File: src/rtl/ptc_ram.sv
// ----------------------------------------------------------------------------
// ptc_ram
// Generic simple dual-port RAM: one write port, one read port with a
// registered, enabled read.
// ----------------------------------------------------------------------------
`default_nettype none

module ptc_ram #(
   parameter int WIDTH = 8,
   parameter int DEPTH = 16
) (
   input  wire logic                     clock,
   input  wire logic                     wr_en,
   input  wire logic [$clog2(DEPTH)-1:0] wr_addr,
   input  wire logic [WIDTH-1:0]         wr_data,
   input  wire logic                     rd_en,
   input  wire logic [$clog2(DEPTH)-1:0] rd_addr,
   output      logic [WIDTH-1:0]         rd_data
);

   logic [WIDTH-1:0] mem_ff [DEPTH];
   logic [WIDTH-1:0] rd_data_ff;

   // Write port
   always_ff @(posedge clock) begin
      if (wr_en) begin
         mem_ff[wr_addr] <= wr_data;
      end
   end

   // Read port, data holds until the next read
   always_ff @(posedge clock) begin
      if (rd_en) begin
         rd_data_ff <= mem_ff[rd_addr];
      end
   end

   assign rd_data = rd_data_ff;

endmodule

`default_nettype wire

File: config.mk
export PLATFORM = sky130hd
export DESIGN_NAME = ptc_ram
export DESIGN_NICKNAME = d
export VERILOG_FILES = /design/src/rtl/ptc_ram.sv
export SDC_FILE = /design/constraint.sdc
export NUM_CORES = 1
export LEC_CHECK = 0
export BUFFER_PORTS_ARGS = -buffer_cell sky130_fd_sc_hd__buf_4
export CORE_UTILIZATION = 30
export DETAILED_ROUTE_END_ITERATION = 10
export PLACE_DENSITY = 0.53
export SLEW_MARGIN = 20
export SYNTH_ARGS = -nofsm -noshare
export SYNTH_HDL_FRONTEND = slang
export SYNTH_SLANG_ARGS = --single-unit
File: constraint.sdc
create_clock -name clock -period 1.7 [get_ports clock]
set_input_delay 0.34 -clock clock [delete_from_list [all_inputs] [get_ports clock]]
set_output_delay 0.34 -clock clock [all_outputs]
set_load 0.01 [all_outputs]
# Word level (Yosys, flattened, before mapping)

Memory sizes are Yosys's and may differ from the RTL's. A register that Yosys moved wholly into a read port is not among the register bits.
Cells that the tools add are included.

Output and inout port bits: 8
Word-level logic and storage cells: 3
RAM bits: 128
Memories: 1
Register bits: 0
Input bits: 19

Multiplexer cells: 2

Memories:

| name   | depth | width | read ports | clocked after Yosys merged registers in | write ports | line | source |
|---|---|---|---|---|---|---|---|
| mem_ff | 16    | 8     | 1          | 1                                       | 1           | 21   | `logic [WIDTH-1:0] mem_ff [DEPTH];` |

Operator list:

| operator         | number |
|---|---|
| 1-bit 2-to-1 mux | 2 |

# Longest topological paths before layout

Depth in word-level cells: 2
Depth in mapped cells: 5
Depth with buffers taken out: 3

# Least setup slack after synthesis

Ideal clock, no wire load.

Path type: input -> register
Start: input port wr_addr[2]
End: memory mem_ff[0][0], enable pin
Required time: 1,317 ps
Setup slack: -133 ps
Data arrival time: 1,450 ps
Cell stages on the path: 2
Buffers on the path: 0
Library setup time: 383 ps
Cell sequence: or3b_2 -> nor3_1

RTL lines:

| item        | line | source |
|---|---|---|
| from (decl) | 14   | `input wire logic [$clog2(DEPTH)-1:0] wr_addr,` |
| to (decl)   | 21   |  |

Straight into the memory's write port.

==> flow_summary.json <==
{
  "outcome": "complete, no violations",
  "synth_cells": 229,
  "antenna_cells": 0,
  "grt_pass1_vias": 2596,
  "worst_slew_pin_slew_ns": 0.875,
  "cts_setup_buffers": 0,
  "drtIter0Drc": 130,
  "grt_max_degree": 17,
  "num-nets-final": 307,
  "wl_per_cell_um": 19.7,
  "hold_buffers": 0,
  "clock.fmax_ghz": 0.666,
  "synth_seq_area_share_pct": 78.1,
  "max_slew_margin_pct": 41.6,
  "path_clk_slew_ns": 0.06,
  "synthTopCellsByCount": "edfxtp_1, mux4_2, a22oi_1",
  "slowest_delay_ns": 0.46,
  "slowest_stage": "mux4_2",
  "vias_per_cell": 4.68,
  "grt_overflow": 0,
  "cts_made_buffers": 17,
  "grt_pass1_wl_um": 15500,
  "portBuffers": 26,
  "htree_levels": 4,
  "arrival_ns": 1.64,
  "clk_path_buf_depth": 2,
  "yosysWarnings": 0,
  "period_needed_ns": 1.50,
  "grtUsageMet3_pct": 4.04,
  "synth_area_um2": 5230,
  "synth_edf_count": 136,
  "area_delta_synth_final_pct": 23.8,
  "yosysTopAreaCell": "edfxtp_1",
  "die_area_um2": 18000,
  "critPathLaunchType": "register",
  "drcViolationCount": 0,
  "hold_viol": 0,
  "initial_core_util_pct": 31.1,
  "wirelength_um": 10300,
  "met1_usage_pct": 16.0,
  "vias": 2439,
  "finalMaxSlewViolations": 0,
  "die_h_um": 134,
  "grt_use_met2_pct": 20.2,
  "core_area_um2": 16800,
  "synth_most_common_cell": "edfxtp_1",
  "crit_required_ns": 1.84,
  "ios": 27,
  "cts.sinks": 136,
  "netlist-cell-type-count": 18,
  "r2r_slack_ns": 0.20,
  "die_w_um": 134,
  "async_flop_share_pct": 0,
  "holdCritPathClass": "input port to register",
  "p_total_mw": 7.92,
  "gp_congestion": 0.678,
  "cap_violations": 0,
  "dpl_worst_slack_ns": -0.167,
  "synthTopCellsByArea": "edfxtp_1, mux4_2, mux4_1, a22oi_1, nor2_1",
  "fin_skew_ns": 0.00831,
  "worstSetupPathType": "register to register",
  "setup_viol": 0,
  "ys_seq_elements": 136,
  "path_delay_family": "multiplexers",
  "cp_max_fo": 1,
  "postSynthAreaPerCell_um2": 22.8,
  "endpoint_kind": "register",
  "insertion_delay_ns": 0.41,
  "drt-pass1-iter-count": 4,
  "p_leak_nw": 2.17,
  "ir_drop_mv": 0.616,
  "antenna_found_initial": 0,
  "busiest_layer": "met2",
  "cts-resized-gates": 0,
  "track_usage_pct": 12.6,
  "postRouteAntennaNets": 0,
  "cts-root-buf": "clkbuf_16",
  "crit_chain": "mux4_2, a22oi_1, nand2_1",
  "yosysTopAreaCellShare_pct": 78.1,
  "layout_setup_ws_ns": 0.198,
  "rr_worst_depth": 3,
  "syn_nets": 248,
  "worst-path-buf-inv": 0,
  "rsz0062_at_grt": "false",
  "fin_crit_sh_pct": 88.3,
  "detailed_place_hpwl_um": 6850,
  "power_density_nw_per_um2": 1220,
  "synth_ff_type": "edfxtp_1",
  "cts_tree": "built",
  "drive_above_1_share_pct": 32.6,
  "whs_path_depth": 1,
  "rows": 47,
  "cp.depth": 3,
  "hold-worst-slack_ns": 0.236
}
layer usage:
metal  routed length, um  vias up  share of wire (%)
li1                    -     1098                  -
met1                4390     1272                 43
met2                5190       60                 51
met3                 612        9                6.0
met4                  72        0               0.70
met5                   0        -                  0
cells by family after synthesis:
logic type,after synthesis,share of synthesized area [%]
multiplexers,32,14.8
buffers and inverters,10,1.65
flip-flops,136,78.1
AO/OA/AOI/OAI,16,2.30
AND/OR/NAND/NOR,35,3.14
layout make-up:
type / instances / area [um^2]
Clock inverter: 14 / 181
Sequential cell: 136 / 4080
Fill cell: 1547 / 10300
Clock buffer: 18 / 429
Multi-Input combinational cell: 83 / 1060
Tap cell: 220 / 275
Timing Repair Buffer: 50 / 438
placed cells by master (no fill, tap or decap), drive strengths merged, types with 2 or more instances in the layout:
cell type    n
edfxtp     136
buf         50
mux4        32
clkbuf      18
a22oi       16
nor2        13
nand2        9
clkinv       7
bufinv       4
nor3         4
clkinvlp     3
nand3b       2
nand2b       2
per-stage QoR:
| step | instance area [um^2] | instances | utilization (%) | setup TNS, ns |
|---|---|---|---|---|
| 2_1_floorplan | 5230 | 229 | - | 0 |
| 3_3_place_gp | 5860 | 489 | 34.8 | -0.955 |
| 3_5_place_dp | 5860 | 489 | 34.8 | -0.974 |
| 4_1_cts | 6470 | 521 | 38.5 | 0 |
| 5_1_grt | 6470 | 521 | 38.5 | 0 |
| 6_report | 6470 | 521 | 38.5 | 0 |
state kept, by name (all words and copies together), names as in the netlist:
register,count
rd_data,8
mem_ff,128
where the power goes:
part / internal, mW / switching [mW]
combinational: 0.185 / 0.205
sequential: 3.78 / 0.0212
clock: 2.43 / 1.29
path summary, 6_finish.rpt:
kind,end,start
setup / recovery,rd_data[0],mem_ff[10][0]
hold reg to reg,rd_data[3],mem_ff[11][3]
setup reg to reg,rd_data[0],mem_ff[10][0]
hold / removal,mem_ff[5][3],wr_data[3]
No activity file was read; power rests on OpenSTA's default activity.
