--- src/rtl/ptc_pkg.sv ---
// ----------------------------------------------------------------------------
// ptc_pkg
// Shared widths, reset values, register indexes and the item record used
// by the pre-trigger threshold capture block.
// ----------------------------------------------------------------------------
`default_nettype none

package ptc_pkg;

   // Ring geometry
   localparam int RING_DEPTH = 1024;
   localparam int ADDR_W     = $clog2(RING_DEPTH);
   localparam int FILL_W     = $clog2(RING_DEPTH + 1);

   // Field widths
   localparam int SAMPLE_W   = 12;
   localparam int COUNT_W    = 24;

   // Stream widths
   localparam int REQ_TDATA_W = 16;
   localparam int RSP_TDATA_W = 40;
   localparam int RSP_TUSER_W = 2;

   // Configuration port
   localparam int CSR_INDEX_W = 1;
   localparam int CSR_DATA_W  = 24;

   localparam logic [CSR_INDEX_W-1:0] REG_THRESHOLD  = 1'd0;
   localparam logic [CSR_INDEX_W-1:0] REG_POST_COUNT = 1'd1;

   localparam logic [SAMPLE_W-1:0] THRESHOLD_RESET  = 12'd3500;
   localparam logic [COUNT_W-1:0]  POST_COUNT_RESET = 24'd10000000;

   // One triggered request as handed from the control unit to the output unit
   typedef struct packed {
      logic [SAMPLE_W-1:0] sample;
      logic                has_pre;
      logic [COUNT_W-1:0]  pre_pos;
      logic [COUNT_W-1:0]  seq;
      logic                done;
   } ptc_item_type;

endpackage

`default_nettype wire

--- src/rtl/ptc_out.sv ---
// ----------------------------------------------------------------------------
// ptc_out
// Holds one triggered request and emits its results, the drained stored
// sample first and the live sample second, through the result register.
// ----------------------------------------------------------------------------
`default_nettype none

module ptc_out (
   input  wire logic                              clock,
   input  wire logic                              reset,
   input  wire logic                              push,
   input  wire ptc_pkg::ptc_item_type             item,
   input  wire logic [ptc_pkg::SAMPLE_W-1:0]      ram_rd_data,
   output      logic                              slot_free,
   output      logic                              rsp_tvalid,
   input  wire logic                              rsp_tready,
   output      logic [ptc_pkg::RSP_TDATA_W-1:0]   rsp_tdata,  // value_out, position
   output      logic [ptc_pkg::RSP_TUSER_W-1:0]   rsp_tuser,  // kind, capture_done
   output      logic                              rsp_tlast
);

   localparam int PAD_W = ptc_pkg::RSP_TDATA_W - ptc_pkg::SAMPLE_W - ptc_pkg::COUNT_W;

   // Pending request
   logic                            hold_valid_ff, hold_valid_in;
   logic                            hold_pre_ff, hold_pre_in;
   ptc_pkg::ptc_item_type           hold_ff, hold_in;

   // Result register
   logic                            rsp_valid_ff, rsp_valid_in;
   logic [ptc_pkg::SAMPLE_W-1:0]    value_ff, value_in;
   logic                            kind_ff, kind_in;
   logic [ptc_pkg::COUNT_W-1:0]     pos_ff, pos_in;
   logic                            done_ff, done_in;
   logic                            last_ff, last_in;

   logic                            out_open;
   logic                            load;

   assign out_open  = !rsp_valid_ff || rsp_tready;
   assign load      = hold_valid_ff && out_open;
   assign slot_free = !hold_valid_ff || (load && !hold_pre_ff);

   // Hold or retire the pending request
   always_comb begin
      hold_valid_in = hold_valid_ff;
      hold_pre_in   = hold_pre_ff;
      hold_in       = hold_ff;
      if (push) begin
         hold_valid_in = 1'b1;
         hold_pre_in   = item.has_pre;
         hold_in       = item;
      end else if (load) begin
         if (hold_pre_ff) begin
            hold_pre_in = 1'b0;
         end else begin
            hold_valid_in = 1'b0;
         end
      end
   end

   // Load the next result, or drop the one taken
   always_comb begin
      rsp_valid_in = rsp_valid_ff;
      value_in     = value_ff;
      kind_in      = kind_ff;
      pos_in       = pos_ff;
      done_in      = done_ff;
      last_in      = last_ff;
      if (load) begin
         rsp_valid_in = 1'b1;
         if (hold_pre_ff) begin
            value_in = ram_rd_data;
            kind_in  = 1'b0;
            pos_in   = hold_ff.pre_pos;
            done_in  = 1'b0;
            last_in  = 1'b0;
         end else begin
            value_in = hold_ff.sample;
            kind_in  = 1'b1;
            pos_in   = hold_ff.seq;
            done_in  = hold_ff.done;
            last_in  = 1'b1;
         end
      end else if (rsp_tready) begin
         rsp_valid_in = 1'b0;
      end
   end

   always_ff @(posedge clock) begin
      if (reset) begin
         hold_valid_ff <= 1'b0;
         hold_pre_ff   <= 1'b0;
         rsp_valid_ff  <= 1'b0;
      end else begin
         hold_valid_ff <= hold_valid_in;
         hold_pre_ff   <= hold_pre_in;
         rsp_valid_ff  <= rsp_valid_in;
      end
   end

   always_ff @(posedge clock) begin
      hold_ff  <= hold_in;
      value_ff <= value_in;
      kind_ff  <= kind_in;
      pos_ff   <= pos_in;
      done_ff  <= done_in;
      last_ff  <= last_in;
   end

   assign rsp_tvalid = rsp_valid_ff;
   assign rsp_tdata  = {{PAD_W{1'b0}}, pos_ff, value_ff};
   assign rsp_tuser  = {done_ff, kind_ff};
   assign rsp_tlast  = last_ff;

endmodule

`default_nettype wire

--- config.mk ---
export PLATFORM = sky130hd
export DESIGN_NAME = ptc_out
export DESIGN_NICKNAME = d
export VERILOG_FILES = /design/src/rtl/ptc_pkg.sv /design/src/rtl/ptc_out.sv
export SDC_FILE = /design/constraint.sdc
export NUM_CORES = 1
export LEC_CHECK = 0
export ABC_CLOCK_PERIOD_IN_PS = 3700
export BUFFER_PORTS_ARGS = -buffer_cell sky130_fd_sc_hd__clkbuf_2
export CORE_MARGIN = 1.5
export CORE_UTILIZATION = 49
export DETAILED_ROUTE_END_ITERATION = 7
export PLACE_DENSITY = 0.89
export SLEW_MARGIN = 20
export SYNTH_ARGS = -nofsm -noshare
export SYNTH_HDL_FRONTEND = slang
export SYNTH_SLANG_ARGS = --single-unit
--- constraint.sdc ---
create_clock -name clock -period 3.7 [get_ports clock]
set_input_delay 0.185 -clock clock [delete_from_list [all_inputs] [get_ports clock]]
set_output_delay 0.185 -clock clock [all_outputs]
set_load 0.005 [all_outputs]
## After elaboration in Yosys (flattened, before gate mapping)

Index checks and enable logic that the tools add are counted.

- Bits in registers: 102
- Output and inout port bits: 45
- Logic and storage cells: 32

- Equality and inequality tests: 1
- Mux-type cells: 10
- Reduce and logical (&&, ||, !) cells: 10

Operators by type and width:

| kind | count |
|---|---|
| $mux W24 | 1 |
| $mux W12 | 1 |
| $mux W1 | 8 |
| $reduce_bool A2 Y1 | 2 |
| $logic_not A1 Y1 | 3 |
| $logic_and A1 B1 Y1 | 2 |
| $logic_or A1 B1 Y1 | 2 |
| $ne A2 B2 Y1 const B | 1 |
| $reduce_and A2 Y1 | 1 |

## Longest topological paths before layout

Gate-level depths: netlist of the first run.

- Depth after elaboration: 5
- Depth in mapped cells: 3
- Gate-level depth less buffers: 3

## Worst setup path after synthesis of the first run

Ideal clock, no wire load.

- Path type: register -> register
- From: register rsp_valid_ff (netlist: rsp_tvalid)
- To: register done_ff, enable pin
- Arrival time: 2.222 ns
- Required time: 3.259 ns
- Path slack: 1.038 ns
- Stages on the path, launching flop included: 3
- Path buffers: 0
- Period minus slack after synthesis: 2.662 ns
- Cell sequence: dfxtp_1 > nor2b_1 > nor2b_1

- Cells in the longest elaborated chain, start to end: 3

Ends and longest elaborated chain:

| item | RTL line | text |
|---|---|---|
| start, declared | ptc_out.sv:30 | `logic rsp_valid_ff, rsp_valid_in;` |
| start signal, assigned | ptc_out.sv:98 | `rsp_valid_ff <= rsp_valid_in;` |
| $logic_not A1 Y1 | ptc_out.sv:40 | `assign out_open = !rsp_valid_ff \|\| rsp_tready;` |
| $logic_or A1 B1 Y1 | ptc_out.sv:40 |  |
| $logic_and A1 B1 Y1 | ptc_out.sv:41 | `assign load = hold_valid_ff && out_open;` |
| via load | ptc_out.sv:38 | `logic load;` |
| end signal, assigned | ptc_out.sv:107 | `done_ff <= done_in;` |
| end, declared | ptc_out.sv:34 | `logic done_ff, done_in;` |

The timed path passes the listed nets, and every way through them passes these cells.
A chain may end at the register's enable or synchronous reset.

## Worst setup path in the final report of the first run

- From: register hold_pre_ff
- To: output slot_free

- Cells in the longest elaborated chain, start to end: 3

Ends and longest elaborated chain:

| item | RTL line | text |
|---|---|---|
| start, declared | ptc_out.sv:26 | `logic hold_pre_ff, hold_pre_in;` |
| start signal, assigned | ptc_out.sv:97 | `hold_pre_ff <= hold_pre_in;` |
| $logic_not A1 Y1 | ptc_out.sv:42 | `assign slot_free = !hold_valid_ff \|\| (load && !hold_pre_ff);` |
| $logic_and A1 B1 Y1 | ptc_out.sv:42 |  |
| $logic_or A1 B1 Y1 | ptc_out.sv:42 |  |
| end, declared | ptc_out.sv:14 | `output logic slot_free,` |

Every way passes these cells.

==> results of run 1 <==
==> cell usage after synthesis (all sizes together) <==
cell    number  area [sq um]
nor2         2          7.51
mux2        36           439
nand3b       1          7.51
inv          2          7.50
o21ai        1          5.00
buf         10          73.8
edfxtp      99          2970
o41ai        1          16.3
nor2b        3          18.8
a21oi        1          5.00
dfxtp        3          60.1
conb         1          3.75
==> timing repair <==
action                    4_1_cts  5_1_grt
gates resized for setup         0        0
hold endpoints to repair       60        0
hold buffers                   60        0
==> per-layer routing <==
| metal | routed length [um] | global-route usage |
|---|---|---|
| met1 | 2390 | 0.185 |
| met2 | 3750 | 0.332 |
| met3 | 373 | 0.0517 |
| met4 | 187 | 0.0966 |
| met5 | 0 | 0 |
==> logic make-up (layout without fill, tap and decap cells) <==
| logic type | after synthesis | after routing | synth area share |
|---|---|---|---|
| flip-flops | 102 | 102 | 0.838 |
| multiplexers | 36 | 36 | 0.121 |
| buffers and inverters | 12 | 198 | 0.0225 |
| AND/OR/NAND/NOR | 6 | 6 | 0.00934 |
| AO/OA/AOI/OAI | 3 | 3 | 0.00726 |
| other | 1 | 4 | 0.00104 |
==> final timing paths <==
| check | end | cells after the start |
|---|---|---|
| max | slot_free | 2 |
| min | hold_ff[0] | 1 |
| max reg2reg | value_ff[10] | 1 |
| min reg2reg | rsp_tvalid | 2 |
==> flip-flops by register name (all words and copies together), names as in the netlist <==
signal / cells
done_ff: 1
hold_ff: 61
hold_pre_ff: 1
hold_valid_ff: 1
pos_ff: 24
rsp_tlast: 1
rsp_tvalid: 1
value_ff: 12
==> where the power goes <==
part / switching, mW / internal, mW / leakage [nW]
sequential: 0.0300 / 1.37 / 0.978
clock: 0.361 / 0.315 / 0.0935
combinational: 0.0745 / 0.134 / 0.966
==> cell type report <==
cell class	count	share of cell area
timing repair buffer	180	0.240
multi-input combinational	49	0.102
clock buffer	11	0.0257
clock inverter	5	0.0118
sequential	102	0.594
tap	99	0.0243
inverter	2	0.00147
==> per-stage QoR <==
step / worst slack, ns / power [mW]
after floorplan: 1.04 / 1.49
after detailed placement: 1.95 / 1.58
final: 1.69 / 2.28
after global routing: 1.45 / 2.37
after CTS: 1.61 / 2.28
after global placement: 1.99 / 1.57
==> results_dict.tcl, run 1 <==
set metrics [dict create \
    rsz0062_at_grt "false" \
    place_hpwl_um 3680 \
    chipWidth_um 88.9 \
    coreArea_sq_um 7210 \
    multi_input_area_sq_um 522 \
    final_common_cell "clkbuf_2" \
    hp-class "in -> reg" \
    antenna_found_initial 0 \
    num_rows 31 \
    die_h_um 88.9 \
    dr.pass1.iters 4 \
    path_buf_inv 1 \
    cp_data_arrival_time_ns 1.83 \
    cts_max_level 3 \
    cts_tree "yes" \
    finalHoldViolCount 0 \
    cap_violations 0 \
    cp-start-kind "flip-flop" \
    holdCritStartpoint "item[0]" \
    cp.required_ns 3.51 \
    max_clock_freq_mhz 497 \
    power_density_nw_per_um2 447 \
    wire_per_inst_um 15.0 \
    gp_congestion 0.630 \
    viasPerCell 4.53 \
    clk_latency_ns 0.36 \
    min_period_over_period 0.544 \
    synth_cell_types 16 \
    nNetsFinal 422 \
    slew_viol_final 0 \
    layout_common_cells "clkbuf_2 (118), edfxtp_1 (99), dlygate4sd3_1 (60)" \
    ios 123 \
    final-seq-area_sq_um 3030 \
    cts_buffer_depth 2 \
    postCtsSetupBuffers 0 \
    placedCellCount 371 \
    cts_buffers 9 \
    postRouteAntennaNets 0 \
    worstMarginPinSlew_ns 0.983 \
    cp-end-kind "output port" \
    fp.dieArea_sq_um 7910 \
    fillCellCount 472 \
    fin_crit_ns 2.01 \
    grt_overflow_total 0 \
    ys_seq_area_frac 0.838 \
    clk_pin_slew_worst_paths_ns 0.08 \
    cp_max_fo 39 \
    synth_area_sq_um 3620 \
    final_cells 448 \
    rr_startpoint "hold_pre_ff" \
    syn_to_final_growth_pct 41.1 \
    clock_sinks 102 \
    yosysWarnings 0 \
    max_stage_delay_ns 0.99 \
    cp_slowest_cell "dfxtp_2" \
    crit_family "flip-flops" \
    grt_usage 0.180 \
    drc_errors 0 \
    io_buffers 118 \
    p_leak_nw 2.04 \
    final_area_sq_um 5100 \
    crit_start "hold_pre_ff" \
    fin_worst_hold_slack_ns 0.0174 \
    start_util 0.501 \
    grt_max_degree 41 \
    drt_iter0_markers 44 \
    slew_headroom 0.345 \
    r2r_slack_ns 2.04 \
    diodes 0 \
    routed_wl_um 6700 \
    status "finished clean" \
    finalSetupViolations 0 \
    max-vdd-ir-drop_mv 0.274 \
    grt_pass1_wl_um 9880 \
    fin_tns_setup_ns 0 \
    synthCells 160 \
    grt_pass1_vias 2060 \
    drive_above_1_share 0.499 \
    cts-root-buf "clkbuf_8" \
    vias 2030 \
    fin_skew_ns 0.0110 \
    ys_ff_latch 102 \
    worstPathCellList "o21ai_0 > clkbuf_2" \
    placed_area_sq_um 4290 \
    fin_util 0.708 \
    path_class "reg -> out" \
    avgSynthCellArea_sq_um 22.6 \
]
Power figures use the tool's default switching activity.
==> run 2: changes to the inputs <==
--- a/config.mk
+++ b/config.mk
@@ -5,7 +5,7 @@
 export SDC_FILE = /design/constraint.sdc
 export NUM_CORES = 1
 export LEC_CHECK = 0
-export ABC_CLOCK_PERIOD_IN_PS = 3700
+export ABC_CLOCK_PERIOD_IN_PS = 1900
 export BUFFER_PORTS_ARGS = -buffer_cell sky130_fd_sc_hd__clkbuf_2
 export CORE_MARGIN = 1.5
 export CORE_UTILIZATION = 49
==> constraint.sdc (replaced) <==
create_clock -name clock -period 1.9 [get_ports clock]
set_input_delay 0.095 -clock clock [delete_from_list [all_inputs] [get_ports clock]]
set_output_delay 0.095 -clock clock [all_outputs]
set_load 0.005 [all_outputs]
==> run 2 against run 1 <==
Effect of this change: cell area rose by 0.81%; clock power increased by 93%; non-clock buffer count grew 6; via count increased by 2.3%; global-route usage is 0.52 points lower; register-to-register slack lost 1.5 ns; count of clock-buffer cells in the layout down 2; clock skew about the same; hold slack improved by 0.019 ns; die area unchanged; critical path depth grew 1; routed wire length rose by 2.4%; critical path type unchanged; critical endpoint unchanged.
==> results_dict.tcl, run 2 (synthesis results as in run 1) <==
set metrics [dict create \
    postCtsSetupBuffers 0 \
    cp_data_arrival_time_ns 1.31 \
    finalSetupViolations 0 \
    path_class "reg -> out" \
    cp.required_ns 1.80 \
    status "finished clean" \
    whs_endpoint "value_ff[11]" \
    postRouteAntennaNets 0 \
    vias 2076 \
    placedCellCount 375 \
    largest-register "hold_ff" \
    wl_met3_um 393 \
    largest_reg_flops 61 \
    cts_buffers 9 \
    cts_max_level 3 \
    dr.max_layer_used "met4" \
    diodes 0 \
    drt_iter0_markers 50 \
    layout_common_cells "clkbuf_2 (118), edfxtp_1 (99), dlygate4sd3_1 (63)" \
    io_buffers 118 \
    final_common_cell "clkbuf_2" \
    place_hpwl_um 3780 \
    fin_worst_hold_slack_ns 0.0359 \
    dr.pass1.iters 4 \
    grt_max_degree 65 \
    wire_per_inst_um 15.1 \
    clk_latency_ns 0.36 \
    cap_violations 0 \
    cts_tree "yes" \
    die_h_um 88.9 \
    drc_errors 0 \
    rsz0062_at_grt "false" \
    rr_startpoint "rsp_tvalid" \
    holdCritStartpoint "ram_rd_data[11]" \
    cts_buffer_depth 2 \
    max_clock_freq_mhz 710 \
    gp_congestion 0.763 \
    hold_buffers 63 \
    timing.rr.end "value_ff[1]" \
    grt_pass1_vias 2135 \
    routed_wl_um 6860 \
    slew_viol_final 0 \
    wl_met1_um 2370 \
    min_period_over_period 0.742 \
    fin_skew_ns 0.0109 \
    nNetsFinal 428 \
    cp-start-kind "flip-flop" \
    fp.dieArea_sq_um 7910 \
    finalHoldViolCount 0 \
    viasPerCell 4.57 \
    fin_crit_ns 1.41 \
    reg.largest.list "hold_ff (61), pos_ff (24), value_ff (12)" \
    p_leak_nw 2.07 \
    clock_sinks 102 \
    grt_overflow_total 0 \
    max-vdd-ir-drop_mv 0.556 \
    num_rows 31 \
    grt_usage 0.175 \
    antenna_found_initial 0 \
    cp-end-kind "output port" \
    hold-path-cell-count 2 \
    drive_above_1_share 0.496 \
    ios 123 \
    coreArea_sq_um 7210 \
    grt_pass1_wl_um 9690 \
    hp-class "in -> reg" \
    power_density_nw_per_um2 861 \
    final_cells 454 \
    cts.repair.resized 0 \
    clk_pin_slew_worst_paths_ns 0.09 \
    chipWidth_um 88.9 \
    wl_met2_um 3890 \
    start_util 0.501 \
    r2r_slack_ns 0.59 \
    fin_tns_setup_ns 0 \
    ff2ff_path_depth 3 \
    cts-root-buf "clkbuf_8" \
    cp_max_fo 3 \
    syn_to_final_growth_pct 42.3 \
]
## run 2: through the flow
stage	setup slack [ns]	instance area [sq um]	util	total power, mW
finish	0.491	5150	0.713	4.43
detailed placement	0.581	4330	0.600	3.08
floorplan	0.415	3640	-	2.89
global placement	0.655	4330	0.600	3.06
CTS	0.464	5150	0.713	4.46
global route	0.411	5150	0.713	4.58
## run 2: report_power, final
group | switching (mW) | total, mW | leakage [nW] | internal [mW]
clock | 0.696 | 1.30 | 0.0961 | 0.601
combinational | 0.164 | 0.431 | 0.992 | 0.266
sequential | 0.0432 | 2.70 | 0.978 | 2.66
## run 2: worst max-delay path by stage
stage | start | to | slack, ns | depth (start not counted)
5_1_grt | hold_pre_ff | slot_free | 0.41 | 3
4_1_cts | rsp_tvalid | slot_free | 0.46 | 3
6_report | rsp_tvalid | slot_free | 0.49 | 3
2_1_floorplan | rsp_tvalid | done_ff | 0.41 | 2
3_5_place_dp | rsp_tvalid | pos_ff[22] | 0.58 | 3
3_3_place_gp | rsp_tvalid | pos_ff[13] | 0.66 | 3
## run 2: worst max-delay path, cell delays in order (launching register included)
cell      delay, ns
dfxtp_1        0.35
nor2b_1        0.31
o21ai_0        0.17
clkbuf_2       0.14
## run 2: cell type report
type	instances	area, sq um
repair buffers	186	1270
fillers	478	2070
inverters	2	7.51
multi-input cells	49	522
clock inverters	7	63.8
clock buffers	9	124
well taps	99	124
flip-flops and latches	102	3030
## run 2: layer usage
| layer | vias up | GRT usage |
|---|---|---|
| met1 | 980 | 0.168 |
| met2 | 86 | 0.331 |
| met4 | 0 | 0.101 |
| met3 | 19 | 0.0508 |
| met5 | - | 0 |
| li1 | 991 | - |
==> run 3: changes to the inputs <==
--- a/config.mk
+++ b/config.mk
@@ -5,12 +5,12 @@
 export SDC_FILE = /design/constraint.sdc
 export NUM_CORES = 1
 export LEC_CHECK = 0
-export ABC_CLOCK_PERIOD_IN_PS = 1900
+export ABC_CLOCK_PERIOD_IN_PS = 1250
 export BUFFER_PORTS_ARGS = -buffer_cell sky130_fd_sc_hd__clkbuf_2
 export CORE_MARGIN = 1.5
-export CORE_UTILIZATION = 49
+export CORE_UTILIZATION = 45
 export DETAILED_ROUTE_END_ITERATION = 7
-export PLACE_DENSITY = 0.89
+export PLACE_DENSITY = 0.87
 export SLEW_MARGIN = 20
 export SYNTH_ARGS = -nofsm -noshare
 export SYNTH_HDL_FRONTEND = slang
==> constraint.sdc (replaced) <==
create_clock -name clock -period 1.25 [get_ports clock]
set_input_delay 0.0625 -clock clock [delete_from_list [all_inputs] [get_ports clock]]
set_output_delay 0.0625 -clock clock [all_outputs]
set_load 0.005 [all_outputs]
==> run 3 against run 2 <==
Effect of this change: sequential share of layout area fell by 2.1 points; combinational power rose by 72%; utilization fell by 2.6 points; sequential cell count did not move; final cell count rose by 3.1%; first-iteration DRC count rose by 82%; clock skew rose by 0.0051 ns.
==> results_dict.tcl, run 3 (synthesis results as in run 1) <==
set metrics [dict create \
    coreArea_sq_um 7770 \
    slew_viol_final 0 \
    cp-end-kind "output port" \
    start_util 0.466 \
    antenna_found_initial 0 \
    finalHoldViolCount 0 \
    grt_pass1_vias 2334 \
    cts_buffer_depth 2 \
    status "finished clean" \
    grt_usage 0.185 \
    cts-root-buf "clkbuf_8" \
    ios 123 \
    grt_use_met2 0.366 \
    fin_skew_ns 0.0160 \
    power_density_nw_per_um2 1250 \
    finalSetupViolations 0 \
    num_rows 32 \
    place_hpwl_um 4650 \
    fin_util 0.688 \
    fin_tns_setup_ns 0 \
    diodes 0 \
    fp.dieArea_sq_um 8580 \
    viasPerCell 4.65 \
    fin_worst_hold_slack_ns 0.0125 \
    cts_buffers 9 \
    io_buffers 118 \
    dr.pass1.iters 6 \
    cp_max_fo 14 \
    grt_pass1_wl_um 11500 \
    cp_data_arrival_time_ns 1.15 \
    cp.required_ns 1.19 \
    clk_pin_slew_worst_paths_ns 0.10 \
    clock_sinks 102 \
    reg.largest.list "hold_ff (61), pos_ff (24), value_ff (12)" \
    die_h_um 92.7 \
    gp_congestion 0.732 \
    cts_tree "yes" \
    placedCellCount 383 \
    chipWidth_um 92.7 \
    final_common_cell "clkbuf_2" \
    fin_ws_ns 0.0401 \
    p_leak_nw 2.13 \
    grt_use_met3 0.0386 \
    rsz0062_at_grt "false" \
    final_cells 468 \
    cp-start-kind "flip-flop" \
    grt_overflow_total 0 \
    hp-class "in -> reg" \
    use_met1 0.186 \
    grt_max_degree 35 \
    drive_above_1_share 0.511 \
    wire_per_inst_um 16.4 \
    cts_max_level 3 \
    clk_latency_ns 0.35 \
    postRouteAntennaNets 0 \
    pre_cts_ws_ns 0.0485 \
    routed_wl_um 7690 \
    nNetsFinal 439 \
    layout_common_cells "clkbuf_2 (118), edfxtp_1 (99), dlygate4sd3_1 (66)" \
    max-vdd-ir-drop_mv 0.828 \
    largest-register "hold_ff" \
    min_period_over_period 0.968 \
    syn_to_final_growth_pct 47.7 \
    max_clock_freq_mhz 826 \
    cap_violations 0 \
    fin_crit_ns 1.21 \
    vias 2174 \
    drc_errors 0 \
    top_usage_layer "met2" \
    largest_reg_flops 61 \
    path_class "reg -> out" \
    drt_iter0_markers 91 \
]
## run 3: stage by stage
stage               instance area, sq um  power (mW)
global placement                    4440        4.70
detailed placement                  4440        4.74
CTS                                 5300        6.67
floorplan                           3640        4.40
finish                              5340        6.65
global route                        5340        6.89
## run 3: final timing paths
| path | slack, ns | endpoint | depth (start not counted) | start |
|---|---|---|---|---|
| setup reg to reg | 0.04 | pos_ff[8] | 3 | hold_pre_ff |
| setup / recovery | 0.04 | slot_free | 3 | hold_pre_ff |
| hold / removal | 0.01 | value_ff[4] | 2 | ram_rd_data[4] |
| hold reg to reg | 0.54 | hold_valid_ff | 2 | hold_valid_ff |
## run 3: area by class of cell
| type | count | area [sq um] |
|---|---|---|
| clock buffers | 11 | 131 |
| well taps | 102 | 128 |
| repair buffers | 197 | 1450 |
| multi-input cells | 49 | 552 |
| flip-flops and latches | 102 | 3040 |
| fillers | 526 | 2430 |
| clock inverters | 5 | 36.3 |
| inverters | 2 | 7.51 |
## run 3: metal layers
metal | wire length (um) | part of all wire
met4 | 188 | 0.024
met5 | 0 | 0
met3 | 371 | 0.048
met2 | 4380 | 0.57
met1 | 2750 | 0.36
## run 3: where the power goes
part           total [mW]  internal, mW  switching (mW)
clock network        1.80         0.727            1.07
registers            4.11          4.04          0.0731
logic               0.743         0.465           0.278
total                6.65          5.23            1.42
## run 3: repair_timing
| action | in CTS | in global routing |
|---|---|---|
| endpoints found under the hold margin | 67 | 0 |
| setup endpoints to repair | 1 | 2 |
| resized for setup | 3 | 2 |
| setup buffers | 1 | 2 |
| hold buffers | 66 | 0 |
| pin swaps | 0 | 1 |
## run 3: worst max-delay path: stages, from the launching register on
cell and delay [ns]:
dfxtp_4 0.37, buf_12 0.15, o21ai_4 0.14, clkbuf_2 0.13
