`src/rtl/ptc_pkg.sv`:
```
// ----------------------------------------------------------------------------
// ptc_pkg
// Shared widths, reset values, register indexes and the item record used
// by the pre-trigger threshold capture block.
// ----------------------------------------------------------------------------
`default_nettype none

package ptc_pkg;

   // Ring geometry
   localparam int RING_DEPTH = 1024;
   localparam int ADDR_W     = $clog2(RING_DEPTH);
   localparam int FILL_W     = $clog2(RING_DEPTH + 1);

   // Field widths
   localparam int SAMPLE_W   = 12;
   localparam int COUNT_W    = 24;

   // Stream widths
   localparam int REQ_TDATA_W = 16;
   localparam int RSP_TDATA_W = 40;
   localparam int RSP_TUSER_W = 2;

   // Configuration port
   localparam int CSR_INDEX_W = 1;
   localparam int CSR_DATA_W  = 24;

   localparam logic [CSR_INDEX_W-1:0] REG_THRESHOLD  = 1'd0;
   localparam logic [CSR_INDEX_W-1:0] REG_POST_COUNT = 1'd1;

   localparam logic [SAMPLE_W-1:0] THRESHOLD_RESET  = 12'd3500;
   localparam logic [COUNT_W-1:0]  POST_COUNT_RESET = 24'd10000000;

   // One triggered request as handed from the control unit to the output unit
   typedef struct packed {
      logic [SAMPLE_W-1:0] sample;
      logic                has_pre;
      logic [COUNT_W-1:0]  pre_pos;
      logic [COUNT_W-1:0]  seq;
      logic                done;
   } ptc_item_type;

endpackage

`default_nettype wire

```
`src/rtl/ptc_ctrl.sv`:
```
// ----------------------------------------------------------------------------
// ptc_ctrl
// Configuration registers, ring pointers, fill level, trigger flag and live
// counter. Decides per request whether it is stored or triggers results.
// ----------------------------------------------------------------------------
`default_nettype none

module ptc_ctrl (
   input  wire logic                             clock,
   input  wire logic                             reset,
   // configuration writes
   input  wire logic                             csr_write,
   input  wire logic [ptc_pkg::CSR_INDEX_W-1:0]  csr_index,
   input  wire logic [ptc_pkg::CSR_DATA_W-1:0]   csr_data,
   // accepted request
   input  wire logic                             accept,
   input  wire logic [ptc_pkg::SAMPLE_W-1:0]     sample,
   // ring access
   output      logic                             ram_wr_en,
   output      logic [ptc_pkg::ADDR_W-1:0]       ram_wr_addr,
   output      logic [ptc_pkg::SAMPLE_W-1:0]     ram_wr_data,
   output      logic                             ram_rd_en,
   output      logic [ptc_pkg::ADDR_W-1:0]       ram_rd_addr,
   // triggered request toward the output unit
   output      logic                             push,
   output      ptc_pkg::ptc_item_type            item
);

   logic [ptc_pkg::SAMPLE_W-1:0] threshold_ff, threshold_in;
   logic [ptc_pkg::COUNT_W-1:0]  post_count_ff, post_count_in;
   logic [ptc_pkg::ADDR_W-1:0]   write_ptr_ff, write_ptr_in;
   logic [ptc_pkg::ADDR_W-1:0]   oldest_ptr_ff, oldest_ptr_in;
   logic [ptc_pkg::FILL_W-1:0]   fill_ff, fill_in;
   logic                         trig_ff, trig_in;
   logic [ptc_pkg::COUNT_W-1:0]  live_ff, live_in;

   logic                         store;
   logic                         has_pre;
   logic                         ring_full;
   logic [ptc_pkg::COUNT_W-1:0]  live_next;
   logic                         done;

   function automatic logic [ptc_pkg::ADDR_W-1:0] next_slot(
      input logic [ptc_pkg::ADDR_W-1:0] p
   );
      logic [ptc_pkg::ADDR_W-1:0] r;
      if (p == ptc_pkg::ADDR_W'(ptc_pkg::RING_DEPTH - 1)) begin
         r = '0;
      end else begin
         r = p + 1'b1;
      end
      return r;
   endfunction

   // Classify the request
   assign store     = !trig_ff && (sample <= threshold_ff);
   assign has_pre   = (fill_ff != '0);
   assign ring_full = (fill_ff == ptc_pkg::FILL_W'(ptc_pkg::RING_DEPTH));
   assign live_next = live_ff + 1'b1;
   assign done      = (live_next == post_count_ff);

   // Ring access
   assign ram_wr_en   = accept && store;
   assign ram_wr_addr = write_ptr_ff;
   assign ram_wr_data = sample;
   assign ram_rd_en   = accept && !store && has_pre;
   assign ram_rd_addr = oldest_ptr_ff;

   // Hand a triggered request to the output unit
   assign push         = accept && !store;
   assign item.sample  = sample;
   assign item.has_pre = has_pre;
   assign item.pre_pos = ptc_pkg::COUNT_W'(oldest_ptr_ff);
   assign item.seq     = live_ff;
   assign item.done    = done;

   // Configuration registers
   always_comb begin
      threshold_in  = threshold_ff;
      post_count_in = post_count_ff;
      if (csr_write) begin
         case (csr_index)
            ptc_pkg::REG_THRESHOLD: begin
               threshold_in = csr_data[ptc_pkg::SAMPLE_W-1:0];
            end
            ptc_pkg::REG_POST_COUNT: begin
               post_count_in = csr_data;
            end
            default: begin
               threshold_in = threshold_ff;
            end
         endcase
      end
   end

   // Advance ring pointers, fill level, trigger and live count
   always_comb begin
      write_ptr_in  = write_ptr_ff;
      oldest_ptr_in = oldest_ptr_ff;
      fill_in       = fill_ff;
      trig_in       = trig_ff;
      live_in       = live_ff;
      if (accept) begin
         if (store) begin
            write_ptr_in = next_slot(write_ptr_ff);
            if (ring_full) begin
               oldest_ptr_in = next_slot(oldest_ptr_ff);
            end else begin
               fill_in = fill_ff + 1'b1;
            end
         end else begin
            if (has_pre) begin
               oldest_ptr_in = next_slot(oldest_ptr_ff);
               fill_in       = fill_ff - 1'b1;
            end
            if (done) begin
               live_in = '0;
               trig_in = 1'b0;
            end else begin
               live_in = live_next;
               trig_in = 1'b1;
            end
         end
      end
   end

   always_ff @(posedge clock) begin
      if (reset) begin
         threshold_ff  <= ptc_pkg::THRESHOLD_RESET;
         post_count_ff <= ptc_pkg::POST_COUNT_RESET;
         write_ptr_ff  <= '0;
         oldest_ptr_ff <= '0;
         fill_ff       <= '0;
         trig_ff       <= 1'b0;
         live_ff       <= '0;
      end else begin
         threshold_ff  <= threshold_in;
         post_count_ff <= post_count_in;
         write_ptr_ff  <= write_ptr_in;
         oldest_ptr_ff <= oldest_ptr_in;
         fill_ff       <= fill_in;
         trig_ff       <= trig_in;
         live_ff       <= live_in;
      end
   end

endmodule

`default_nettype wire

```
`config.mk`:
```
export PLATFORM = sky130hd
export DESIGN_NAME = ptc_ctrl
export DESIGN_NICKNAME = d
export VERILOG_FILES = /design/src/rtl/ptc_pkg.sv /design/src/rtl/ptc_ctrl.sv
export SDC_FILE = /design/constraint.sdc
export NUM_CORES = 1
export LEC_CHECK = 0
export BUFFER_PORTS_ARGS = -buffer_cell sky130_fd_sc_hd__buf_2
export CORE_MARGIN = 1.5
export CORE_UTILIZATION = 50
export CTS_BUF_LIST = sky130_fd_sc_hd__clkbuf_4
export CTS_CLUSTER_DIAMETER = 40
export DETAILED_ROUTE_END_ITERATION = 7
export HOLD_SLACK_MARGIN = 0.1
export PLACE_DENSITY = 0.75
export SLEW_MARGIN = 40
export SYNTH_ARGS = -nofsm -noshare
export SYNTH_HDL_FRONTEND = slang
export SYNTH_SLANG_ARGS = --single-unit
```
`constraint.sdc`:
```
create_clock -name clock -period 5.4 [get_ports clock]
set_input_delay 1.08 -clock clock [delete_from_list [all_inputs] [get_ports clock]]
set_output_delay 1.08 -clock clock [all_outputs]
set_load 0.01 [all_outputs]
```
# After elaboration in Yosys (flattened, before gate mapping)
# Index checks and enable logic that the tools add are counted.
[word_totals]
out_inout_bits = 97
word_cells = 45
regBits = 92
inputBits = 41
[op_classes]
order_cmp = 1
addsub = 5
bitwise = 2
reduce_logical = 14
n_mux = 10
n_eq_ne = 6
[op_table]
columns = ["op", "count"]
rows = [
  ["$mux 10", 5],
  ["$mux 11", 3],
  ["$add 24x1->24 const B", 1],
  ["$eq 24x24->1", 1],
  ["$mux 24", 1],
  ["$add 10x1->10 const B", 2],
  ["$eq 10x10->1 const B", 2],
  ["$le 12x12->1", 1],
  ["$add 11x1->11 const B", 1],
  ["$eq 11x11->1 const B", 1],
  ["$reduce_bool 11->1", 1],
  ["$sub 11x1->11 const B", 1],
  ["$reduce_and 2->1", 4],
  ["$reduce_and 3->1", 2],
  ["$logic_and 1x1->1", 4],
  ["$logic_not 1->1", 2],
  ["$ne 2x1->1 const B", 1],
  ["$ne 2x2->1 const B", 1],
  ["$not 1->1", 2],
  ["$reduce_bool 2->1", 1],
  ["$mux 1", 1],
]

# Logic depth before layout (Yosys ltp)
# Gate-level depths: netlist of the first run.
[depth]
depth_word = 5
depth_mapped = 17
ltp_nobuf = 17

# Worst setup path after synthesis of the first run
# No wires, ideal clock.
[synth_path]
path_kind = "input to register"
from = "in sample[1] in the netlist's numbering"
to = "reg fill_ff[10] in the netlist's numbering"
n_path_buf = 0
t_arrival_ps = 4494
slack_ps = 836
required_time_ps = 5330
setup_ps = 70
path_stages = 16
cell_sequence = "ha_1 > nor2b_1 > o21a_1 > o21a_1 > o21a_1 > o31ai_4 > inv_1 > fa_1 > a21o_1 > a21oi_1 > o21ai_0 > nor4_1 > o31ai_1 > xor2_1 > or3_1 > a21oi_1"
[synth_between]
elab_chain_cells = 4
elab_cells_between_ends = 6
classes_between = "1 x order compare; 1 x eq/ne; 1 x mux; 3 x reduce/logical"
[synth_lines]
columns = ["element", "line_no", "text"]
rows = [
  ["start: declaration", "ptc_ctrl.sv:17", "input wire logic [ptc_pkg::SAMPLE_W-1:0] sample,"],
  ["$le 12x12->1 (*)", "ptc_ctrl.sv:56", "assign store = !trig_ff && (sample <= threshold_ff);"],
  ["$logic_and 1x1->1 (*)", "ptc_ctrl.sv:56", ""],
  ["$ne 2x2->1 (no source line) / $reduce_bool 2->1 (equally long branches)", "n/a", ""],
  ["$reduce_and 3->1 (no source line)", "n/a", ""],
  ["end signal: assignment", "ptc_ctrl.sv:141", "fill_ff <= fill_in;"],
  ["end: declaration", "ptc_ctrl.sv:33", "logic [ptc_pkg::FILL_W-1:0] fill_ff, fill_in;"],
]
# Mark *: on every way between the ends. The rest lies on a longest branch, timed or not.
# A chain may end at the register's enable or synchronous reset.

==> impl_metrics.prom, run 1 <==
# TYPE chip_impl_metric gauge
chip_impl_metric{name="totalNegativeSetupSlack",unit="ns"} 0
chip_impl_metric{name="finalCoreUtilization",unit="%"} 55.1
chip_impl_metric{name="grt_pass1_vias",unit=""} 4978
chip_impl_info{name="synth_ff_type",value="dfxtp_1"} 1
chip_impl_metric{name="synth_warnings",unit=""} 0
chip_impl_metric{name="grt_start_max_net_pins",unit=""} 63
chip_impl_metric{name="design.die.area",unit="mm²"} 0.0129
chip_impl_metric{name="drive_gt1_share",unit="%"} 20.6
chip_impl_metric{name="worstRegToRegCells",unit=""} 10
chip_impl_metric{name="synthesis.instances",unit=""} 768
chip_impl_metric{name="holdPathStages",unit=""} 2
chip_impl_metric{name="post_synth_xor_area_fraction",unit="%"} 9.58
chip_impl_metric{name="antenna_violations_before_repair",unit=""} 0
chip_impl_metric{name="cellLeakagePower",unit="µW"} 0.00296
chip_impl_info{name="hold_class",value="reg -> reg"} 1
chip_impl_metric{name="ys_seq_area_share",unit="%"} 30.1
chip_impl_metric{name="antenna_cells",unit=""} 0
chip_impl_metric{name="timing.max_slew.rel_slack",unit="%"} 45.9
chip_impl_metric{name="syn-mean-instance-area",unit="µm²"} 7.98
chip_impl_metric{name="postSynthRegisterBits",unit=""} 92
chip_impl_metric{name="wl_per_cell",unit="µm"} 14.7
chip_impl_metric{name="tritoncts_sinks",unit=""} 92
chip_impl_info{name="dominant_combinational_cell_family_by_area_after_synthesis",value="simple AND/OR/NAND/NOR gates"} 1
chip_impl_metric{name="power_density",unit="mW/mm²"} 256
chip_impl_metric{name="timing.critical_path.fanout_max",unit=""} 12
chip_impl_metric{name="period_needed",unit="ns"} 5.06
chip_impl_metric{name="drt_iter0_markers",unit=""} 242
chip_impl_metric{name="asyncSetResetFlopFracSynth",unit="%"} 0
chip_impl_info{name="synth_top_cell_by_area",value="dfxtp_1"} 1
chip_impl_metric{name="core_region_area",unit="mm²"} 0.0120
chip_impl_metric{name="ctsHoldBuffers",unit=""} 0
chip_impl_metric{name="detail_route.first_pass.iterations",unit=""} 5
chip_impl_metric{name="synth-simple-area-share",unit="%"} 27.5
chip_impl_metric{name="final_net_count",unit=""} 895
chip_impl_metric{name="drv.max_cap_violation_count",unit=""} 0
chip_impl_metric{name="gp_congestion",unit=""} 0.945
chip_impl_metric{name="clock_latency",unit="ns"} 0.46
chip_impl_metric{name="avgViaCountPerCell",unit=""} 5.58
chip_impl_metric{name="cts_made_buffers",unit=""} 9
chip_impl_metric{name="synth-edff-count",unit=""} 0
chip_impl_metric{name="tightest_slew",unit="ns"} 0.811
chip_impl_metric{name="num_vias",unit=""} 5469
chip_impl_metric{name="worst_setup_hold_path_clk_slew",unit="ns"} 0.15
chip_impl_metric{name="dpl.cell_count",unit=""} 965
chip_impl_metric{name="die_height",unit="µm"} 114
chip_impl_info{name="end_kind",value="output port"} 1
chip_impl_metric{name="max_clock_freq",unit="MHz"} 198
chip_impl_info{name="clock-root-buffer",value="clkbuf_4"} 1
chip_impl_info{name="result_of_the_run",value="completed"} 1
chip_impl_metric{name="synth_area",unit="mm²"} 0.00613
chip_impl_metric{name="ctsResizeCount",unit=""} 0
chip_impl_info{name="hold_path_startpoint",value="threshold_ff[6]"} 1
chip_impl_metric{name="hold_viol",unit=""} 0
chip_impl_info{name="clock_tree_from_tritoncts",value="built"} 1
chip_impl_metric{name="skew",unit="ns"} 0.0210
chip_impl_metric{name="worst-endpoint-arrival",unit="ns"} 3.98
chip_impl_metric{name="synthToLayoutAreaGrowth",unit="%"} 7.66
chip_impl_metric{name="drt_wirelength",unit="µm"} 14400
chip_impl_info{name="unrepaired_setup_endpoints_after_global_routing",value="false"} 1
chip_impl_metric{name="clock_tree.htree_level_count",unit=""} 3
chip_impl_metric{name="worstPathRequired",unit="ns"} 4.32
chip_impl_metric{name="num_rows",unit=""} 40
chip_impl_info{name="whs_endpoint",value="threshold_ff[6]"} 1
chip_impl_info{name="critPathKind",value="reg -> out"} 1
chip_impl_metric{name="globalRouteOverflowTotal",unit=""} 0
chip_impl_metric{name="drc",unit=""} 0
chip_impl_metric{name="synth_compound_area_share",unit="%"} 14.3
chip_impl_metric{name="hpwl",unit="µm"} 10800
chip_impl_metric{name="layout.cells.non_filler",unit=""} 980
chip_impl_metric{name="setup.reg_to_reg.worst_slack",unit="ns"} 1.43
chip_impl_metric{name="initial_utilization",unit="%"} 51.2
chip_impl_metric{name="peakVddDrop",unit="mV"} 0.275
chip_impl_metric{name="boundaryPins",unit=""} 138
chip_impl_metric{name="placement.io_buffers",unit=""} 123
chip_impl_metric{name="max-clock-path-buffers",unit=""} 2
chip_impl_info{name="reg_to_reg_startpoint",value="live_ff[0]"} 1
chip_impl_metric{name="fin_crit_sh",unit="%"} 93.7
chip_impl_metric{name="yosys-mux-area-fraction",unit="%"} 2.29
chip_impl_metric{name="die_w",unit="µm"} 114
chip_impl_metric{name="route.antenna.remaining_nets",unit=""} 0
chip_impl_info{name="startpoint_type",value="flip-flop"} 1
chip_impl_metric{name="netlist.area_leader.share",unit="%"} 30.1
chip_impl_metric{name="setup_viol_count_final",unit=""} 0
chip_impl_metric{name="post_cts_setup_buffer_count",unit=""} 0
chip_impl_metric{name="final_max_slew_viol_count",unit=""} 0
chip_impl_metric{name="final.hold.worst_slack",unit="ns"} 0.469
chip_impl_info{name="synth_area_leaders",value="dfxtp_1, buf_4, nand2_1"} 1
chip_impl_metric{name="groute.usage.overall",unit="%"} 22.8
chip_impl_metric{name="synth.distinct_cells",unit=""} 69
chip_impl_metric{name="yosys.area_share.adder",unit="%"} 5.23
chip_impl_metric{name="grt_first_pass_wirelength",unit="µm"} 23700
chip_impl_info{name="r2r_end",value="live_ff[6]"} 1
-- layout make-up --
class	instances	area, µm²
clock buffers	9	67.6
clock inverters	6	90.1
fillers	1158	5370
inverters	25	93.8
multi-input cells	574	3670
flip-flops and latches	92	1840
well taps	147	184
repair buffers	127	648
-- worst max-delay path, cell delays in order, from the launching register on --
cell and delay (ns):
dfxtp_1 0.56, ha_1 0.35, nand3_1 0.50, nor4b_1 0.40
o21ai_0 0.19, a211oi_1 0.26, o2111ai_1 0.15, nor4_1 0.35
o2111ai_1 0.18, nor4bb_1 0.38, buf_2 0.20
-- how the worst max path moves through the flow --
stage | slack, ns | endpoint | cells past startpoint | start
after floorplan | 0.84 | fill_ff[10] | 16 | sample[1]
after global placement | 0.75 | fill_ff[10] | 17 | sample[1]
after detailed placement | 0.66 | fill_ff[10] | 17 | sample[9]
after CTS | 0.37 | item[0] | 10 | live_ff[0]
after global routing | 0.08 | item[0] | 9 | live_ff[0]
final | 0.34 | item[0] | 10 | live_ff[0]
-- kinds of logic (layout without fill, tap and decap cells) --
kind of cell,after synthesis,after routing
and+or+nand+nor,326,326
AOI/OAI and AO/OA,128,128
buffers and inverters,115,167
other,1,14
DFF,92,92
muxes,14,14
adders and majority gates,25,25
xor gates and xnor gates,67,67
-- state kept, by name, summed over array words and instances (netlist names) --
name,count
threshold_ff,12
post_count_ff,24
ram_rd_addr,10
trig_ff,1
fill_ff,11
ram_wr_addr,10
live_ff,24
-- Yosys cell counts (7+ instances only) --
cell,number
and3_1,14
mux2i_1,14
clkbuf_1,20
nor2_2,8
buf_4,51
xnor2_1,31
a211o_1,8
nor3_1,12
nor2_1,72
xor2_1,36
ha_1,24
nand4_1,16
nand3b_1,9
a21oi_1,45
or3_1,10
nor4_1,11
nor2b_1,10
a21o_1,7
nand2_1,97
nand3_1,33
buf_2,11
inv_1,25
o21ai_0,18
dfxtp_1,92
-- cell usage in the layout (no fill, tap or decap), types with 3 or more instances in the layout --
| master | count |
|---|---|
| buf_2 | 122 |
| nand2_1 | 97 |
| dfxtp_1 | 92 |
| nor2_1 | 72 |
| a21oi_1 | 45 |
| xor2_1 | 36 |
| nand3_1 | 33 |
| xnor2_1 | 31 |
| inv_1 | 25 |
| ha_1 | 24 |
| o21ai_0 | 18 |
| nand4_1 | 16 |
| and3_1 | 14 |
| mux2i_1 | 14 |
| conb_1 | 14 |
| nor3_1 | 12 |
| nor4_1 | 11 |
| or3_1 | 10 |
| nor2b_1 | 9 |
| nand3b_1 | 9 |
| clkbuf_4 | 9 |
| a211o_1 | 8 |
| nor2_2 | 8 |
| a21o_1 | 7 |
| o21a_1 | 6 |
| and4_1 | 6 |
| nand2b_1 | 6 |
| or2_2 | 5 |
| o31ai_1 | 5 |
| buf_4 | 5 |
| a31oi_1 | 4 |
| o2111ai_1 | 4 |
| o21ai_1 | 3 |
| nand4_4 | 3 |
| clkinv_4 | 3 |
-- per-stage QoR --
stage                     cell area [µm²]  total power [µW]  setup WS (ns)
final                                6600              1690          0.338
after global routing                 6600              1790         0.0787
after CTS                            6600              1700          0.373
after detailed placement             6440              1270          0.658
after global placement               6430              1260          0.750
after floorplan                      6170              1180          0.836
-- report_power, final --
group	leakage, µW	switching (µW)	internal (µW)	total [µW]
Sequential	0.000750	52.5	728	781
Combinational	0.00213	272	210	482
Clock	0.0000836	240	186	426
Total	0.00296	564	1120	1690
-- metal layers --
| metal | vias to the layer above | wire (µm) | GRT usage [%] |
|---|---|---|---|
| met1 | 2531 | 6480 | 29.1 |
| met2 | 177 | 6860 | 38.0 |
| met3 | 27 | 787 | 4.89 |
| li1 | 2734 | - | - |
| met5 | - | 0 | 0 |
| met4 | 0 | 311 | 8.00 |
No activity file was read; power rests on OpenSTA's default activity.
==> run 2, diff against run 1 <==
--- a/config.mk
+++ b/config.mk
@@ -6,7 +6,7 @@
 export NUM_CORES = 1
 export LEC_CHECK = 0
 export BUFFER_PORTS_ARGS = -buffer_cell sky130_fd_sc_hd__buf_2
-export CORE_MARGIN = 1.5
+export CORE_MARGIN = 2
 export CORE_UTILIZATION = 50
 export CTS_BUF_LIST = sky130_fd_sc_hd__clkbuf_4
 export CTS_CLUSTER_DIAMETER = 40
==> impl_metrics.prom, run 2 (synthesis results as in run 1) <==
# TYPE chip_impl_metric gauge
chip_impl_metric{name="core_region_area",unit="mm²"} 0.0120
chip_impl_metric{name="num_vias",unit=""} 5490
chip_impl_metric{name="max-clock-path-buffers",unit=""} 2
chip_impl_info{name="result_of_the_run",value="completed"} 1
chip_impl_info{name="clock-root-buffer",value="clkbuf_4"} 1
chip_impl_info{name="hold_path_startpoint",value="threshold_ff[6]"} 1
chip_impl_metric{name="die_height",unit="µm"} 115
chip_impl_metric{name="design.die.area",unit="mm²"} 0.0132
chip_impl_info{name="unrepaired_setup_endpoints_after_global_routing",value="false"} 1
chip_impl_info{name="end_kind",value="output port"} 1
chip_impl_metric{name="totalNegativeSetupSlack",unit="ns"} 0
chip_impl_metric{name="grt_start_max_net_pins",unit=""} 63
chip_impl_metric{name="grt_pass1_vias",unit=""} 4955
chip_impl_metric{name="max_clock_freq",unit="MHz"} 203
chip_impl_metric{name="drv.max_cap_violation_count",unit=""} 0
chip_impl_metric{name="setup.reg_to_reg.worst_slack",unit="ns"} 1.46
chip_impl_metric{name="route.antenna.remaining_nets",unit=""} 0
chip_impl_metric{name="tritoncts_sinks",unit=""} 92
chip_impl_metric{name="cts_made_buffers",unit=""} 9
chip_impl_metric{name="final_max_slew_viol_count",unit=""} 0
chip_impl_metric{name="avgViaCountPerCell",unit=""} 5.59
chip_impl_metric{name="peakVddDrop",unit="mV"} 0.198
chip_impl_metric{name="ctsHoldBuffers",unit=""} 0
chip_impl_info{name="mostFrequentLayoutCells",value="buf_2, nand2_1, dfxtp_1"} 1
chip_impl_info{name="r2r_end",value="fill_ff[10]"} 1
chip_impl_info{name="critPathKind",value="reg -> out"} 1
chip_impl_info{name="clock_tree_from_tritoncts",value="built"} 1
chip_impl_metric{name="power_density",unit="mW/mm²"} 245
chip_impl_info{name="cp-startpoint",value="live_ff[0]"} 1
chip_impl_info{name="startpoint_type",value="flip-flop"} 1
chip_impl_metric{name="hpwl",unit="µm"} 10900
chip_impl_metric{name="num_rows",unit=""} 40
chip_impl_metric{name="worstRegToRegCells",unit=""} 17
chip_impl_metric{name="tightest_slew",unit="ns"} 0.803
chip_impl_info{name="final_common_cell",value="buf_2"} 1
chip_impl_metric{name="period_needed",unit="ns"} 4.93
chip_impl_metric{name="groute.usage.overall",unit="%"} 22.4
chip_impl_metric{name="clock_tree.htree_level_count",unit=""} 3
chip_impl_metric{name="wl_per_cell",unit="µm"} 14.7
chip_impl_metric{name="worstPathRequired",unit="ns"} 4.32
chip_impl_metric{name="dpl.cell_count",unit=""} 966
chip_impl_metric{name="timing.max_slew.rel_slack",unit="%"} 46.1
chip_impl_metric{name="detail_route.first_pass.iterations",unit=""} 5
chip_impl_metric{name="setup_viol_count_final",unit=""} 0
chip_impl_metric{name="drt_iter0_markers",unit=""} 339
chip_impl_metric{name="die_w",unit="µm"} 115
chip_impl_info{name="reg_to_reg_startpoint",value="threshold_ff[9]"} 1
chip_impl_metric{name="final_net_count",unit=""} 896
chip_impl_metric{name="worst-endpoint-arrival",unit="ns"} 3.85
chip_impl_metric{name="antenna_violations_before_repair",unit=""} 0
chip_impl_metric{name="cellLeakagePower",unit="µW"} 0.00295
chip_impl_info{name="hold_class",value="reg -> reg"} 1
chip_impl_metric{name="boundaryPins",unit=""} 138
chip_impl_metric{name="clock_latency",unit="ns"} 0.47
chip_impl_info{name="worst_setup_path_endpoint",value="item[0]"} 1
chip_impl_metric{name="timing.critical_path.fanout_max",unit=""} 12
chip_impl_metric{name="placement.io_buffers",unit=""} 123
chip_impl_metric{name="drc",unit=""} 0
chip_impl_metric{name="hold_viol",unit=""} 0
chip_impl_metric{name="worst_setup_hold_path_clk_slew",unit="ns"} 0.15
chip_impl_metric{name="globalRouteOverflowTotal",unit=""} 0
chip_impl_metric{name="drt_wirelength",unit="µm"} 14500
chip_impl_metric{name="fin_crit_sh",unit="%"} 91.4
chip_impl_metric{name="synthToLayoutAreaGrowth",unit="%"} 7.19
chip_impl_metric{name="drive_gt1_share",unit="%"} 21.0
chip_impl_info{name="reg_top3",value="live_ff (24), post_count_ff (24), threshold_ff (12)"} 1
chip_impl_metric{name="antenna_cells",unit=""} 0
chip_impl_metric{name="initial_utilization",unit="%"} 51.2
chip_impl_metric{name="skew",unit="ns"} 0.0233
chip_impl_metric{name="gp_congestion",unit=""} 0.975
chip_impl_metric{name="grt_first_pass_wirelength",unit="µm"} 23600
chip_impl_metric{name="layout.cells.non_filler",unit=""} 982
==> run 2: how the worst min path moves through the flow <==
stage,end,cells past startpoint
6_report,threshold_ff[6],2
5_1_grt,post_count_ff[1],2
4_1_cts,threshold_ff[9],2
3_5_place_dp,threshold_ff[9],2
3_3_place_gp,threshold_ff[4],2
2_1_floorplan,threshold_ff[1],2
==> run 2: metrics by stage <==
step	hold slack, ns	util, %	cell area (µm²)	worst slack [ns]	total power, µW
6_report	0.474	54.9	6570	0.467	1610
5_1_grt	0.504	54.9	6570	0.154	1720
4_1_cts	0.477	54.9	6560	0.290	1620
3_5_place_dp	0.452	53.9	6440	0.659	1270
3_3_place_gp	0.445	53.8	6440	0.747	1260
2_1_floorplan	0.436	-	6170	0.836	1180
==> run 2: layout make-up <==
class,instances,area (µm²)
fill,1168,5400
inverter,25,93.8
sequential,92,1840
clock buffer,10,75.1
clock inverter,6,43.8
tap,147,184
multi-input combinational,574,3670
timing repair buffer,128,656
==> run 2: critical path, cell delays in order (launching register included) <==
cell and delay, ns:
dfxtp_1 0.61, ha_1 0.38, nand3_2 0.33, nor4b_1 0.35, o21ai_0 0.18, a211oi_1 0.26, o2111ai_1 0.14, nor4_1 0.35
o2111ai_1 0.17, nor4bb_1 0.41, buf_2 0.20
==> run 2: metal layers <==
metal / wire length, µm / global-route usage [%] / share of wire [%]
met5: 0 / 0 / 0
met1: 6350 / 28.9 / 44
met3: 803 / 4.29 / 5.5
met2: 6890 / 36.1 / 48
met4: 428 / 10.1 / 3.0
==> run 2: repair_timing <==
item,CTS,global route
endpoints found under the setup margin,0,1
resized for setup,0,1
endpoints found under the hold margin,0,0
buffers inserted,0,0
==> run 2: report_power, final <==
part	switching [µW]	leakage (µW)	internal (µW)	total, µW
Clock	244	0.0000676	103	347
Combinational	268	0.00213	210	478
Sequential	54.1	0.000750	728	782
Total	565	0.00295	1040	1610
